$ cat src/sv/thermal_derate_tilt_cutoff_macros.svh
// Assertion helpers shared by the thermal derate / tilt cutoff RTL
`ifndef THERMAL_DERATE_TILT_CUTOFF_MACROS_SVH
`define THERMAL_DERATE_TILT_CUTOFF_MACROS_SVH

// Consequent must hold in the same cycle as the antecedent
`define TDTC_ASSERT_NOW(label, clk, rst, ante, cons, msg) \
   label: assert property (@(posedge clk) disable iff (rst) (ante) |-> (cons)) \
      else $error(msg);

// Consequent must hold in the cycle after the antecedent
`define TDTC_ASSERT_NEXT(label, clk, rst, ante, cons, msg) \
   label: assert property (@(posedge clk) disable iff (rst) (ante) |=> (cons)) \
      else $error(msg);

`endif

$ cat src/sv/tdtc_pkg.sv
`timescale 1ns / 1ps
package tdtc_pkg;

   // Field widths
   localparam int TEMP_W  = 13;
   localparam int TILT_W  = 13;
   localparam int LIM_W   = 12;
   localparam int PWM_W   = 8;
   localparam int TIME_W  = 32;
   localparam int CSR_W   = 13;
   localparam int IDX_W   = 3;

   // Divider: dividend is at most 8b x 13b, quotient never exceeds the mode maximum
   localparam int DIVD_W  = PWM_W + TEMP_W;
   localparam int DIVS_W  = TEMP_W;

   // Rule constants
   localparam logic                THERMAL_ENABLE = 1'b1;
   localparam logic                TILT_ENABLE    = 1'b1;
   localparam logic [TIME_W-1:0]   TRIP_DELAY_MS  = 32'd2000;
   localparam logic signed [TEMP_W:0] HYST_UNITS  = 14'sd32;
   localparam logic [PWM_W-1:0]    DRIVE_FLOOR    = 8'd20;
   localparam logic [DIVS_W-1:0]   FACTOR_MIN_DIV = 13'd20;

   // Register indexes
   typedef enum logic [IDX_W-1:0] {
      REG_TEMP_MAX      = 3'd0,
      REG_TEMP_CRIT     = 3'd1,
      REG_PWM_NORMAL    = 3'd2,
      REG_PWM_SAVING    = 3'd3,
      REG_TILT_FORWARD  = 3'd4,
      REG_TILT_BACKWARD = 3'd5,
      REG_TILT_RIGHT    = 3'd6,
      REG_TILT_LEFT     = 3'd7
   } reg_idx_type;

   // Sequencer states
   typedef enum logic [3:0] {
      S_IDLE = 4'b0001,
      S_PREP = 4'b0010,
      S_DIV  = 4'b0100,
      S_FIN  = 4'b1000
   } state_type;

   // Thermal rule outcome for one check
   typedef enum logic [1:0] {
      TH_HOLD,
      TH_CUT,
      TH_DERATE,
      TH_RECOVER
   } thermal_type;

endpackage

$ cat src/sv/thermal_derate_tilt_cutoff.sv
`timescale 1ns / 1ps
// A check outside the derate band goes from PREP to FIN and then to the result register;
// inside it, PREP forms the product and the compare/subtract divider runs 8 restoring-divide steps in DIV.
// A new check is accepted only in IDLE, after the earlier one has left FIN for the result register.
// A new check is taken while an earlier result still waits on the result channel.
// Reset (synchronous, active high) loads default limits and clears target, latch and timer.
`include "thermal_derate_tilt_cutoff_macros.svh"
module thermal_derate_tilt_cutoff (
   input  logic                              clock,
   input  logic                              reset,
   // check input
   input  logic                              req_valid,
   output logic                              req_ready,
   input  logic [tdtc_pkg::TIME_W-1:0]       req_time_ms,
   input  logic signed [tdtc_pkg::TEMP_W-1:0] req_temperature,
   input  logic                              req_power_on,
   input  logic                              req_power_saving,
   input  logic signed [tdtc_pkg::TILT_W-1:0] req_tilt_x,
   input  logic signed [tdtc_pkg::TILT_W-1:0] req_tilt_y,
   // result output
   output logic                              rsp_valid,
   input  logic                              rsp_ready,
   output logic [tdtc_pkg::PWM_W-1:0]        rsp_drive_target,
   output logic                              rsp_tilt_tripped,
   // register writes
   input  logic                              csr_we,
   input  logic [tdtc_pkg::IDX_W-1:0]        csr_index,
   input  logic [tdtc_pkg::CSR_W-1:0]        csr_wdata
);
   import tdtc_pkg::*;

   // Configuration registers
   logic signed [TEMP_W-1:0] cut_temp_ff, temp_crit_ff;
   logic [PWM_W-1:0]         pwm_normal_ff, pwm_saving_ff;
   logic [LIM_W-1:0]         tilt_fwd_ff, tilt_bwd_ff, tilt_right_ff, tilt_left_ff;

   // Held check
   logic [TIME_W-1:0]        in_time_ff;
   logic signed [TEMP_W-1:0] in_temp_ff;
   logic                     in_power_ff, in_saving_ff;
   logic signed [TILT_W-1:0] in_tx_ff, in_ty_ff;

   // Safety state
   logic [PWM_W-1:0]  pwm_target_ff, pwm_target_in;
   logic              latched_ff, latched_in;
   logic              timing_ff, timing_in;
   logic [TIME_W-1:0] begin_ff, begin_in;

   // Sequencer and divider
   state_type         state_ff, state_in;
   logic [2:0]        cnt_ff;
   logic [DIVD_W-1:0] rem_ff;
   logic [DIVD_W-1:0] dsh_ff;
   logic [PWM_W-1:0]  quo_ff;

   // Result register
   logic              rsp_valid_ff;
   logic [PWM_W-1:0]  rsp_target_ff;
   logic              rsp_tripped_ff;

   logic                     in_xfer, out_free, commit;
   logic [PWM_W-1:0]         mode_max;
   logic signed [TEMP_W:0]   temp_ext, max_ext, crit_ext, crit_lo, range_s, left_s;
   logic [DIVS_W-1:0]        range_u, left_u;
   logic [17:0]              left_x20;
   logic                     min_hit;
   logic [DIVD_W-1:0]        prod;
   thermal_type              th_branch;
   logic signed [TILT_W:0]   tx_ext, ty_ext, lim_fwd, lim_bwd, lim_right, lim_left;
   logic                     tilted;
   logic [TIME_W-1:0]        begin_sel, elapsed;
   logic [PWM_W-1:0]         derated;
   logic                     rem_ge;

   assign req_ready = (state_ff == S_IDLE);
   assign in_xfer   = req_valid && req_ready;
   assign out_free  = !rsp_valid_ff || rsp_ready;
   assign commit    = (state_ff == S_FIN) && out_free;

   // Operand setup for the thermal rule
   assign mode_max = in_saving_ff ? pwm_saving_ff : pwm_normal_ff;
   assign temp_ext = {in_temp_ff[TEMP_W-1], in_temp_ff};
   assign max_ext  = {cut_temp_ff[TEMP_W-1], cut_temp_ff};
   assign crit_ext = {temp_crit_ff[TEMP_W-1], temp_crit_ff};
   assign crit_lo  = crit_ext - HYST_UNITS;
   assign range_s  = max_ext - crit_ext;
   assign left_s   = max_ext - temp_ext;
   assign range_u  = range_s[DIVS_W-1:0];
   assign left_u   = left_s[DIVS_W-1:0];
   assign left_x20 = {1'b0, left_u, 4'b0000} + {3'b000, left_u, 2'b00};
   assign min_hit  = left_x20 < {5'b00000, range_u};
   assign prod     = {{(DIVD_W-PWM_W){1'b0}}, mode_max} * {{(DIVD_W-DIVS_W){1'b0}}, left_u};

   // Classify temperature against the limits
   always_comb begin
      if (temp_ext >= max_ext) begin
         th_branch = TH_CUT;
      end else if (temp_ext > crit_ext) begin
         th_branch = TH_DERATE;
      end else if (temp_ext < crit_lo) begin
         th_branch = TH_RECOVER;
      end else begin
         th_branch = TH_HOLD;
      end
   end

   // Tilt limit checks
   assign tx_ext    = {in_tx_ff[TILT_W-1], in_tx_ff};
   assign ty_ext    = {in_ty_ff[TILT_W-1], in_ty_ff};
   assign lim_fwd   = $signed({2'b00, tilt_fwd_ff});
   assign lim_right = $signed({2'b00, tilt_right_ff});
   assign lim_bwd   = -$signed({2'b00, tilt_bwd_ff});
   assign lim_left  = -$signed({2'b00, tilt_left_ff});
   assign tilted    = (tx_ext > lim_fwd) || (tx_ext < lim_bwd) ||
                      (ty_ext > lim_right) || (ty_ext < lim_left);
   assign begin_sel = timing_ff ? begin_ff : in_time_ff;
   assign elapsed   = in_time_ff - begin_sel;

   // Shared divider step
   assign rem_ge  = rem_ff >= dsh_ff;
   assign derated = (quo_ff < DRIVE_FLOOR) ? DRIVE_FLOOR : quo_ff;

   // Sequencer
   always_comb begin
      state_in = state_ff;
      unique case (state_ff)
         S_IDLE: if (in_xfer) state_in = S_PREP;
         S_PREP: state_in = (in_power_ff && th_branch == TH_DERATE) ? S_DIV : S_FIN;
         S_DIV:  if (cnt_ff == 3'd7) state_in = S_FIN;
         S_FIN:  if (out_free) state_in = S_IDLE;
         default: state_in = S_IDLE;
      endcase
   end

   // Apply thermal and tilt rules to the state
   always_comb begin
      pwm_target_in = pwm_target_ff;
      latched_in    = latched_ff;
      timing_in     = timing_ff;
      begin_in      = begin_ff;
      if (in_power_ff) begin
         if (THERMAL_ENABLE) begin
            case (th_branch)
               TH_CUT:     pwm_target_in = '0;
               TH_DERATE:  pwm_target_in = derated;
               TH_RECOVER: pwm_target_in = mode_max;
               default:    pwm_target_in = pwm_target_ff;
            endcase
            if (latched_ff) pwm_target_in = '0;
         end
         if (TILT_ENABLE && !(THERMAL_ENABLE && th_branch == TH_CUT)) begin
            if (tilted && !latched_ff) begin
               begin_in  = begin_sel;
               timing_in = 1'b1;
               if (elapsed >= TRIP_DELAY_MS) begin
                  latched_in    = 1'b1;
                  pwm_target_in = '0;
               end
            end else if (!tilted) begin
               timing_in = 1'b0;
               if (latched_ff) begin
                  latched_in = 1'b0;
                  if (!THERMAL_ENABLE || temp_ext < crit_ext) pwm_target_in = mode_max;
               end
            end
         end
      end
   end

   // Control state
   always_ff @(posedge clock) begin
      if (reset) begin
         state_ff      <= S_IDLE;
         rsp_valid_ff  <= 1'b0;
         pwm_target_ff <= '0;
         latched_ff    <= 1'b0;
         timing_ff     <= 1'b0;
         begin_ff      <= '0;
      end else begin
         state_ff <= state_in;
         if (commit) begin
            rsp_valid_ff  <= 1'b1;
            pwm_target_ff <= pwm_target_in;
            latched_ff    <= latched_in;
            timing_ff     <= timing_in;
            begin_ff      <= begin_in;
         end else if (rsp_ready) begin
            rsp_valid_ff <= 1'b0;
         end
      end
   end

   // Configuration writes
   always_ff @(posedge clock) begin
      if (reset) begin
         cut_temp_ff   <= 13'sd1280;
         temp_crit_ff  <= 13'sd1120;
         pwm_normal_ff <= 8'd255;
         pwm_saving_ff <= 8'd128;
         tilt_fwd_ff   <= 12'd480;
         tilt_bwd_ff   <= 12'd480;
         tilt_right_ff <= 12'd480;
         tilt_left_ff  <= 12'd480;
      end else if (csr_we) begin
         unique case (reg_idx_type'(csr_index))
            REG_TEMP_MAX:      cut_temp_ff   <= $signed(csr_wdata);
            REG_TEMP_CRIT:     temp_crit_ff  <= $signed(csr_wdata);
            REG_PWM_NORMAL:    pwm_normal_ff <= csr_wdata[PWM_W-1:0];
            REG_PWM_SAVING:    pwm_saving_ff <= csr_wdata[PWM_W-1:0];
            REG_TILT_FORWARD:  tilt_fwd_ff   <= csr_wdata[LIM_W-1:0];
            REG_TILT_BACKWARD: tilt_bwd_ff   <= csr_wdata[LIM_W-1:0];
            REG_TILT_RIGHT:    tilt_right_ff <= csr_wdata[LIM_W-1:0];
            REG_TILT_LEFT:     tilt_left_ff  <= csr_wdata[LIM_W-1:0];
            default:           ;
         endcase
      end
   end

   // Hold the check, run the divider, load the result
   always_ff @(posedge clock) begin
      if (in_xfer) begin
         in_time_ff   <= req_time_ms;
         in_temp_ff   <= req_temperature;
         in_power_ff  <= req_power_on;
         in_saving_ff <= req_power_saving;
         in_tx_ff     <= req_tilt_x;
         in_ty_ff     <= req_tilt_y;
      end
      if (state_ff == S_PREP) begin
         cnt_ff <= '0;
         quo_ff <= '0;
         if (min_hit) begin
            rem_ff <= {{(DIVD_W-PWM_W){1'b0}}, mode_max};
            dsh_ff <= {1'b0, FACTOR_MIN_DIV, 7'd0};
         end else begin
            rem_ff <= prod;
            dsh_ff <= {1'b0, range_u, 7'd0};
         end
      end else if (state_ff == S_DIV) begin
         cnt_ff <= cnt_ff + 3'd1;
         quo_ff <= {quo_ff[PWM_W-2:0], rem_ge};
         if (rem_ge) rem_ff <= rem_ff - dsh_ff;
         dsh_ff <= {1'b0, dsh_ff[DIVD_W-1:1]};
      end
      if (commit) begin
         rsp_target_ff  <= pwm_target_in;
         rsp_tripped_ff <= latched_in;
      end
   end

   assign rsp_valid        = rsp_valid_ff;
   assign rsp_drive_target = rsp_target_ff;
   assign rsp_tilt_tripped = rsp_tripped_ff;

   // Checks
   `TDTC_ASSERT_NOW(a_latched_zero, clock, reset, rsp_valid && rsp_tilt_tripped, rsp_drive_target == '0, "drive target nonzero while tilt shutdown latched")
   `TDTC_ASSERT_NEXT(a_div_len, clock, reset, state_ff == S_DIV && cnt_ff == 3'd7, state_ff == S_FIN, "divider did not finish after eight steps")
   `TDTC_ASSERT_NEXT(a_take_busy, clock, reset, in_xfer, state_ff == S_PREP && !req_ready, "accepted check did not start the sequencer")
   `TDTC_ASSERT_NOW(a_quo_range, clock, reset, state_ff == S_FIN && in_power_ff && th_branch == TH_DERATE, quo_ff <= mode_max, "derate quotient exceeds the mode maximum")

endmodule

$ cat config.mk
export PLATFORM = sky130hd
export DESIGN_NAME = thermal_derate_tilt_cutoff
export DESIGN_NICKNAME = d
export VERILOG_FILES = /design/src/sv/tdtc_pkg.sv /design/src/sv/thermal_derate_tilt_cutoff.sv
export VERILOG_INCLUDE_DIRS = /design/src /design/src/sv
export SDC_FILE = /design/constraint.sdc
export NUM_CORES = 1
export LEC_CHECK = 0
export CORE_MARGIN = 2
export CORE_UTILIZATION = 50
export DETAILED_ROUTE_END_ITERATION = 16
export DONT_BUFFER_PORTS = 1
export PLACE_DENSITY = 0.68
export SKIP_CTS_REPAIR_TIMING = 1
export SLEW_MARGIN = 20
export SYNTH_ARGS = -nofsm -noshare
export SYNTH_HDL_FRONTEND = slang
export SYNTH_SLANG_ARGS = --single-unit
$ cat constraint.sdc
create_clock -name clock -period 6.25 [get_ports clock]
set_clock_uncertainty 0.1 [all_clocks]
set_input_delay 0.625 -clock clock [delete_from_list [all_inputs] [get_ports clock]]
set_output_delay 0.625 -clock clock [all_outputs]
set_load 0.01 [all_outputs]
; Word-level counts from Yosys, hierarchy flattened
; Cells that the tools add are included.
; Widths: inputs -> output; s select.
[totals]
register_bits = 272
inputBits = 94
out_inout_bits = 11
elab_cells = 130
[op_classes]
n_addsub = 9
n_mul = 1
order_cmp = 12
n_eq_ne = 19
mux = 36
bitwise = 1
n_reduce_logical = 26
[op_table]
columns = operator, n
row1 = $mux 21, 6
row2 = $mux 8, 10
row3 = $lt 13x14->1, 3
row4 = $gt 13x13->1, 3
row5 = $ge 32x11->1 const B, 1
row6 = $mux 32, 1
row7 = $sub 32x32->32, 1
row8 = $neg 12->14, 2
row9 = $sub 13x13->13, 2
row10 = $pmux 8 s3, 1
row11 = $ge 21x21->1, 1
row12 = $mul 8x13->21, 1
row13 = $sub 21x21->21, 1
row14 = $mux 20, 1
row15 = $add 17x15->18, 1
row16 = $lt 18x13->1, 1
row17 = $reduce_and 2->1, 9
row18 = $mux 4, 4
row19 = $pmux 4 s4, 1
row20 = $eq 3x3->1 const B, 5
row21 = $sub 13x7->14 const B, 1
row22 = $ge 13x13->1, 1
row23 = $lt 13x13->1, 1
row24 = $mux 1, 9
row25 = 21 further kinds, 37

; Longest topological paths before layout
; Gate-level depths: netlist of the first run.
[logic_depth]
word_depth = 14
ltp_mapped = 30
ltp_nobuf = 30

; Least setup slack after synthesis of the first run
; No wires, ideal clock.
[synth_path]
kind = flip-flop to flip-flop
start = register in_temp_ff[0]
end = register rem_ff[20] (data pin)
setup_time_ns = 0.271
arrival_time_ns = 6.397
required_time_ns = 5.879
setup_slack_ns = -0.518
path_stages_with_launch = 28
path_buffers = 0
period_less_slack_ns = 6.768
path_cell_list = edfxtp_1 ha_1 fa_1 nor2b_1 o21ai_0 a21boi_0 o21ai_0 a21boi_0 o21a_1 o21ai_0 nor4b_1 nor3_1 nor2_1 fa_1 fa_1 fa_1 inv_1 fa_1 inv_1 ha_1 or3_1 a2111o_1 a41oi_1 o21ai_0 nand3_1 nand2_1 xnor2_1 o22ai_1
[synth_between]
elab_chain_cells = 5
word_cells_on_any_way = 6
classes_between = add/sub (2) / mul (1) / order compare (1) / mux (2)
[synth_rtl]
columns = item, line_no
row1 = start: declaration, thermal_derate_tilt_cutoff.sv:39  ; logic signed [TEMP_W-1:0] in_temp_ff;
row2 = start signal: assignment, thermal_derate_tilt_cutoff.sv:223  ; in_temp_ff <= req_temperature;
row3 = $sub 13x13->13 *, thermal_derate_tilt_cutoff.sv:87  ; assign left_s = max_ext - temp_ext;
row4 = $add 17x15->18, thermal_derate_tilt_cutoff.sv:90  ; assign left_x20 = {1'b0, left_u, 4'b0000} + {3'b000, left_u, 2'b00};
row5 = $lt 18x13->1, thermal_derate_tilt_cutoff.sv:91  ; assign min_hit = left_x20 < {5'b00000, range_u};
row6 = $mux 21 *, thermal_derate_tilt_cutoff.sv:232  ; if (min_hit) begin
row7 = $mux 21 *, thermal_derate_tilt_cutoff.sv:229  ; if (state_ff == S_PREP) begin
row8 = end signal: assignment, thermal_derate_tilt_cutoff.sv:233  ; rem_ff <= {{(DIVD_W-PWM_W){1'b0}}, mode_max};
row9 = end signal: assignment, thermal_derate_tilt_cutoff.sv:236  ; rem_ff <= prod;
row10 = end signal: assignment, thermal_derate_tilt_cutoff.sv:242  ; if (rem_ge) rem_ff <= rem_ff - dsh_ff;
row11 = end: declaration, thermal_derate_tilt_cutoff.sv:52  ; logic [DIVD_W-1:0] rem_ff;
; Every way passes the cells marked *; elsewhere a longest branch is shown, timed or not.
; A chain may end at the register's enable or synchronous reset.

; Worst setup path in the final report of the first run
; Ends and elaborated chain as after synthesis.

==> results of run 1 <==
critical path, stage by stage (launching register included):
cell      delay [ns]
edfxtp_1        0.43
ha_4            0.19
fa_2            0.37
nor2b_2         0.14
o21ai_2         0.08
a21boi_2        0.19
o21ai_2         0.10
a21boi_2        0.16
o21a_1          0.18
o21ai_2         0.08
nor4b_4         0.15
nor3_2          0.31
nor2_1          0.12
fa_1            0.55
fa_2            0.43
fa_1            0.50
inv_2           0.04
fa_1            0.48
inv_2           0.04
ha_4            0.14
or3_1           0.36
a2111o_1        0.33
a41oi_2         0.24
o21ai_2         0.11
nand3_1         0.09
nand2_1         0.06
xnor2_1         0.16
o22ai_1         0.12
cell type report:
type	count	area [um2]
Timing Repair Buffer	121	913
Antenna cell	3	7.51
Sequential cell	271	6660
Multi-Input combinational cell	1756	12900
Inverter	214	805
Tap cell	525	657
Fill cell	3542	16900
Clock buffer	37	840
Clock inverter	19	218
cells by family (layout without fill, tap and decap cells):
logic type      Yosys count  in the layout  synth area share
other cells               0              3                 0
fa+ha+maj               287            287             0.203
mux                      60             60            0.0299
buf+inv                 301            391            0.0571
simple gates            809            809             0.182
flops                   271            271             0.327
compound gates          510            510             0.163
xor+xnor                 90             90            0.0387
synthesized netlist by cell type, types with 6 or more instances:
library cell | instances | area share
a211o_1 | 7 | 0.0030
a211oi_1 | 53 | 0.020
a21boi_0 | 14 | 0.0052
a21o_1 | 33 | 0.012
a21oi_1 | 170 | 0.042
a221oi_1 | 9 | 0.0039
a31oi_1 | 14 | 0.0043
and2_1 | 10 | 0.0031
and3_1 | 18 | 0.0055
buf_1 | 9 | 0.0017
buf_2 | 8 | 0.0020
clkbuf_1 | 62 | 0.011
clkbuf_2 | 6 | 0.0015
dfxtp_1 | 148 | 0.15
edfxtp_1 | 123 | 0.18
fa_1 | 71 | 0.070
ha_1 | 216 | 0.13
inv_1 | 214 | 0.039
mux2_2 | 7 | 0.0039
mux2i_1 | 53 | 0.026
nand2_1 | 317 | 0.058
nand2b_1 | 26 | 0.0080
nand3_1 | 50 | 0.012
nand3b_1 | 6 | 0.0022
nand4_1 | 13 | 0.0040
nor2_1 | 220 | 0.041
nor2b_1 | 21 | 0.0065
nor3_1 | 48 | 0.012
nor3b_1 | 6 | 0.0022
nor4_1 | 16 | 0.0049
nor4b_1 | 8 | 0.0034
o211ai_1 | 22 | 0.0081
o21a_1 | 15 | 0.0055
o21ai_0 | 76 | 0.019
o21ai_1 | 6 | 0.0015
o22ai_1 | 14 | 0.0043
o31ai_1 | 12 | 0.0044
o41ai_1 | 6 | 0.0026
or2_2 | 11 | 0.0034
or3_1 | 16 | 0.0049
xnor2_1 | 51 | 0.022
xor2_1 | 39 | 0.017
through the flow:
step | TNS, ns | worst slack [ns] | instances | hold slack [ns]
after floorplan | -0.0347 | -0.0347 | 2328 | 0.336
after global placement | -0.623 | -0.206 | 2871 | 0.339
after detailed placement | -1.56 | -0.379 | 2871 | 0.344
after CTS | -1.82 | -0.403 | 2927 | -0.0130
after global routing | -2.63 | -0.519 | 2943 | -0.00487
final | -1.01 | -0.311 | 2946 | 0.0106
worst max-delay path by stage:
stage / slack [ns] / startpoint / end
2_1_floorplan: -0.03 / in_temp_ff[0]$_DFFE_PP_ / rem_ff[20]$_DFFE_PP_
3_3_place_gp: -0.21 / in_temp_ff[0]$_DFFE_PP_ / rem_ff[20]$_DFFE_PP_
3_5_place_dp: -0.38 / in_temp_ff[0]$_DFFE_PP_ / rem_ff[20]$_DFFE_PP_
4_1_cts: -0.40 / in_temp_ff[0]$_DFFE_PP_ / rem_ff[20]$_DFFE_PP_
5_1_grt: -0.52 / in_temp_ff[0]$_DFFE_PP_ / rem_ff[20]$_DFFE_PP_
6_report: -0.31 / in_temp_ff[0]$_DFFE_PP_ / rem_ff[20]$_DFFE_PP_
where the power goes:
part / switching [mW] / leakage, nW / internal, mW
registers: 0.0462 / 2.35 / 1.92
clock network: 0.773 / 0.513 / 1.12
logic: 2.32 / 6.77 / 2.16
total: 3.14 / 9.63 / 5.21
cell usage in the layout, fill, tap and decap left out, types with 11 or more instances in the layout:
cell type / n
nand2b_1: 26
fa_1: 69
and3_1: 18
o22ai_1: 14
xor2_1: 37
a31oi_1: 14
edfxtp_1: 123
a21o_1: 33
a21boi_0: 11
inv_1: 205
o21a_1: 15
buf_4: 119
nand2_1: 317
a211oi_1: 53
nor2b_1: 20
mux2i_1: 53
or3_1: 16
nor2_1: 216
o21ai_0: 69
ha_1: 208
nor3_1: 46
xnor2_1: 44
a21oi_1: 168
clkbuf_16: 32
nand3_1: 49
o211ai_1: 22
o31ai_1: 11
nor4_1: 15
nand4_1: 13
dfxtp_1: 147
layer usage:
layer | global-route usage | wire, um | share of wire
met2 | 0.440 | 26400 | 0.47
met3 | 0.0393 | 3080 | 0.055
met1 | 0.333 | 24000 | 0.43
met4 | 0.0982 | 2110 | 0.038
met5 | 0 | 30 | 0.00054
flip-flops by register name (all words and copies together), names as in the netlist, 12 cells and up:
name,cells
in_temp_ff,13
in_tx_ff,13
in_ty_ff,13
tilt_fwd_ff,12
rem_ff,21
tilt_bwd_ff,12
tilt_left_ff,12
temp_crit_ff,13
tilt_right_ff,12
cut_temp_ff,13
dsh_ff,20
begin_ff,32
in_time_ff,32
==> metrics.txt, run 1 <==
synth unique cells 88; DR vias/cell 5.84; layout cells sized above 1 0.107; P&R area growth vs syn 13.0%; Worst Hold Class input port to flip-flop; GPL Wtd Cong 0.933; final worst path period share 1.05; crit-path max FO 4; FP Rows 73; final worst setup slack -0.311 ns; Period minus WS final 6.56 ns; wire length per cell 18.9 um; violated checks negative setup slack; worst r2r path cells 27; syn_area_per_cell 8.74 um2; Placed Area 21500 um2; CTS tree yes; clk sink count 271; routed wire length 55600 um; CP Class flip-flop to flip-flop; Worst EP required 6.45 ns; EDFF count, synth 123; pin count of the biggest net entering global routing 101; CP startpoint kind flip-flop; number of vias after detailed routing 17200; Iteration-0 DRC Markers 1114; Max-slew headroom 0.274; Gate Count Post-Synth 2328; root buf cell clkbuf_16; Fmax 152 MHz; Hold Path Cell Cnt 1; initial antenna violation count 6; fin area 23000 um2; clk slew on worst S/H paths 0.06 ns; Hold EP begin_ff[3]$_SDFFE_PP0P_; die height 206 um; cts bufs inserted 30; Final Core Density 0.576; Core Area 39900 um2; io pins 105; crit end category flip-flop; H-tree levels 1; Starting Density 0.510; endpoints failing setup 6; Slew Viols, Final 0; status finished with violations; die width 206 um; worst reg2reg endpoint rem_ff[20]$_DFFE_PP_; total global-route track usage 0.259; 1st-pass router iterations 5; Peak VDD IR 0.000385 V; number of global-route vias before repair 16900; Max-Cap Viols 0; Critical Path AT 6.76 ns; maximum root-to-sink buffer count 3; Clock Latency Late Sink 0.59 ns; RSZ-0062 raised after global routing true; Hold Crit Start reset; die area 42300 um2; leakage 9.63 nW; GR Overflow Total 0; synthesized area 20400 um2; Syn Nets 2709; ys flop type dfxtp_1; # nets final 2775; FFs w/ async S/R, synth 0; Residual DRC 0; Yosys reg bits 271; DPL Wire Length 42400 um; Antenna Nets Post-Route 0; final hold vios 0; Worst Max-Slew Pin Slew 1.09 ns; Port Buffer Count 0; Crit Reg-Reg Startpoint in_temp_ff[0]$_DFFE_PP_; pwr/cell area 363 nW/um2; first-pass GRT wire length 87200 um; post-synthesis sequential area ratio 0.327; YS warnings 0; Design Power 8.35 mW; Reg2Reg Setup Slack -0.31 ns
(Power assumes the default switching activity.)
==> run 2: changes to the inputs <==
- PLACE_DENSITY: 0.68 -> default
- PLACE_DENSITY_LB_ADDON: default -> 0.25
- REMOVE_ABC_BUFFERS: default -> 1
==> run 2 against run 1 <==
  * The run still ends with negative setup slack left
  * Clock power barely moved
  * Largest power group unchanged
  * Worst hold slack improved by 0.023 ns
  * Critical path depth did not move
  * Via count fell by 2.4%
  * Maximum frequency rose by 3.8%
  * Setup slack improved by 0.24 ns
  * Combinational power barely moved
  * First-iteration DRC count fell by 5.9%
  * Power rose by 0.30%
  * Count of clock-buffer cells in the layout rose by 9
  * Sequential power barely moved
  * Largest cell class unchanged
  * Critical path type unchanged
==> metrics.txt, run 2 (synthesis gave the netlist of run 1 again) <==
GPL Wtd Cong 0.921 (-1.2%); most frequent cells in the layout 314 x nand2_1, 213 x nor2_1, 205 x ha_1, 198 x inv_1, 167 x a21oi_1; Period minus WS final 6.32 ns (-0.241 ns); io pins 105 (unchanged); final hold vios 0 (unchanged); Worst Hold Class input port to flip-flop; root buf cell clkbuf_16; Iteration-0 DRC Markers 1048 (-5.9%); crit-path max FO 3 (-1); Port Buffer Count 0 (unchanged); Reg2Reg Setup Slack -0.07 ns (+0.24 ns); DPL Wire Length 39000 um (-8.1%); CP startpoint kind flip-flop; layout cells sized above 1 0.117 (+0.00944); RSZ-0062 raised after global routing true; final non-filler cell total 2938 (-0.27%); Max-Cap Viols 0 (unchanged); sw frac 0.364 (-0.0127); GR Overflow Total 0 (unchanged); endpoints failing setup 3 (-3); crit end category flip-flop; leakage 9.65 nW (+0.20%); CTS tree yes; Worst Max-Slew Pin Slew 0.991 ns (-0.0986 ns); Slowest-stage cell, CP fa_1; maximum root-to-sink buffer count 3 (unchanged); worst r2r path cells 27 (unchanged); setup tns final -0.0967 ns (+0.913 ns); Inst Count DP 2870 (-0.035%); Hold EP in_temp_ff[6]$_DFFE_PP_; Design Power 8.37 mW (+0.30%); Hold Crit Start req_temperature[6]; Antenna Nets Post-Route 0 (unchanged); worst reg2reg endpoint rem_ff[20]$_DFFE_PP_; H-tree levels 1 (unchanged); Crit Reg-Reg Startpoint in_temp_ff[0]$_DFFE_PP_; Peak VDD IR 0.000339 V (-12%); number of global-route vias before repair 16500 (-2.3%); final worst setup slack -0.0706 ns (+0.241 ns); Slew Viols, Final 0 (unchanged); P_int 5.33 mW (+2.3%); first-pass GRT wire length 82300 um (-5.5%); CP peak stage delay 0.53 ns (-0.02 ns); pin count of the biggest net entering global routing 101 (unchanged); number of vias after detailed routing 16800 (-2.4%); die height 206 um (unchanged); DR vias/cell 5.71 (-2.2%); Residual DRC 0 (unchanged); pre-CTS setup slack -0.871 ns (-0.492 ns); switching pwr 3.04 mW (-3.1%); die area 42300 um2 (unchanged); Clock Power Share 0.229 (+0.002); Clock Latency Late Sink 0.58 ns (about the same); cts bufs inserted 30 (unchanged); Core Area 39900 um2 (unchanged); wire length per cell 17.5 um (-7.0%); Hold Path Cell Cnt 0 (-1); violated checks negative setup slack; Max-slew headroom 0.338 (+0.0641); initial antenna violation count 7 (+1); pwr/cell area 363 nW/um2 (about the same); die width 206 um (unchanged); Final Core Density 0.578 (+0.00219); # nets final 2768 (-0.25%); Fmax 158 MHz (+3.8%); Critical Path AT 6.51 ns (-0.25 ns); Worst EP required 6.44 ns (about the same); clk slew on worst S/H paths 0.07 ns (about the same); P&R area growth vs syn 13.4%; final worst path period share 1.01 (-0.0385); most common cell after layout, fill and taps aside nand2_1; routed wire length 51500 um (-7.2%); status finished with violations; Reg power frac 0.235 (about the same); total global-route track usage 0.241 (-0.0185); Comb pwr share 0.536 (about the same); clk sink count 271 (unchanged); FP Rows 73 (unchanged); 1st-pass router iterations 5 (unchanged); Starting Density 0.510 (unchanged); largest registers begin_ff: 32 flops, in_time_ff: 32 flops, rem_ff: 21 flops; CP Class flip-flop to flip-flop
run 2: cell count changes in the layout (fill, tap and decap cells not counted), sizes merged:
cell	change
clkbuf	+9
clkinv	-6
buf	-5
bufinv	-3
dlygate4sd3	-2
clkinvlp	-1
diode	-1
inv	+1
run 2: worst max path at each step:
stage                            start                    to  slack [ns]  depth (start not counted)
6_report       in_temp_ff[0]$_DFFE_PP_  rem_ff[20]$_DFFE_PP_       -0.07                         27
5_1_grt        in_temp_ff[0]$_DFFE_PP_  rem_ff[20]$_DFFE_PP_       -0.40                         27
4_1_cts        in_temp_ff[0]$_DFFE_PP_  rem_ff[20]$_DFFE_PP_       -0.89                         27
3_5_place_dp   in_temp_ff[0]$_DFFE_PP_  rem_ff[20]$_DFFE_PP_       -0.87                         27
3_3_place_gp   in_temp_ff[0]$_DFFE_PP_  rem_ff[20]$_DFFE_PP_       -0.67                         27
2_1_floorplan  in_temp_ff[0]$_DFFE_PP_  rem_ff[20]$_DFFE_PP_       -0.71                         27
run 2: metal layers:
metal,GRT usage,share of wire,up-vias
li1,-,-,8303
met1,0.311,0.45,7916
met5,0,0.0011,-
met3,0.0333,0.047,117
met4,0.0893,0.034,10
met2,0.411,0.47,428
run 2: worst max-delay path, delay by kind of cell, from the launching register on:
family | cells | cell delay (ns)
adders and majority gates | 7 | 2.74
and+or+nand+nor | 7 | 1.09
buffers and inverters | 2 | 0.10
AOI/OAI and AO/OA | 10 | 1.44
DFF | 1 | 0.40
xor gates and xnor gates | 1 | 0.14
run 2: area by class of cell:
type	count	area [um2]
tap	525	657
inverter	214	807
sequential	271	6660
multi-input combinational	1756	13000
antenna	2	5.00
timing repair buffer	114	876
fill	3495	16800
clock buffer	46	1030
clock inverter	10	85.1
run 2: power groups by stage:
| stage | Sequential, mW | Combinational, mW | Clock (mW) |
|---|---|---|---|
| 4_1_cts | 1.96 | 3.64 | 1.96 |
| 6_report | 1.96 | 4.49 | 1.92 |
| 2_1_floorplan | 1.99 | 2.45 | 0 |
| 5_1_grt | 1.97 | 4.98 | 2.03 |
| 3_3_place_gp | 2.00 | 3.53 | 0 |
| 3_5_place_dp | 2.00 | 3.61 | 0 |
run 2: stage by stage:
step | instance area [um2] | hold slack (ns)
floorplan | 20000 | 0.330
finish | 23100 | 0.0333
global placement | 21500 | 0.343
CTS | 22600 | -0.00181
global route | 23100 | 0.00201
detailed placement | 21500 | 0.347
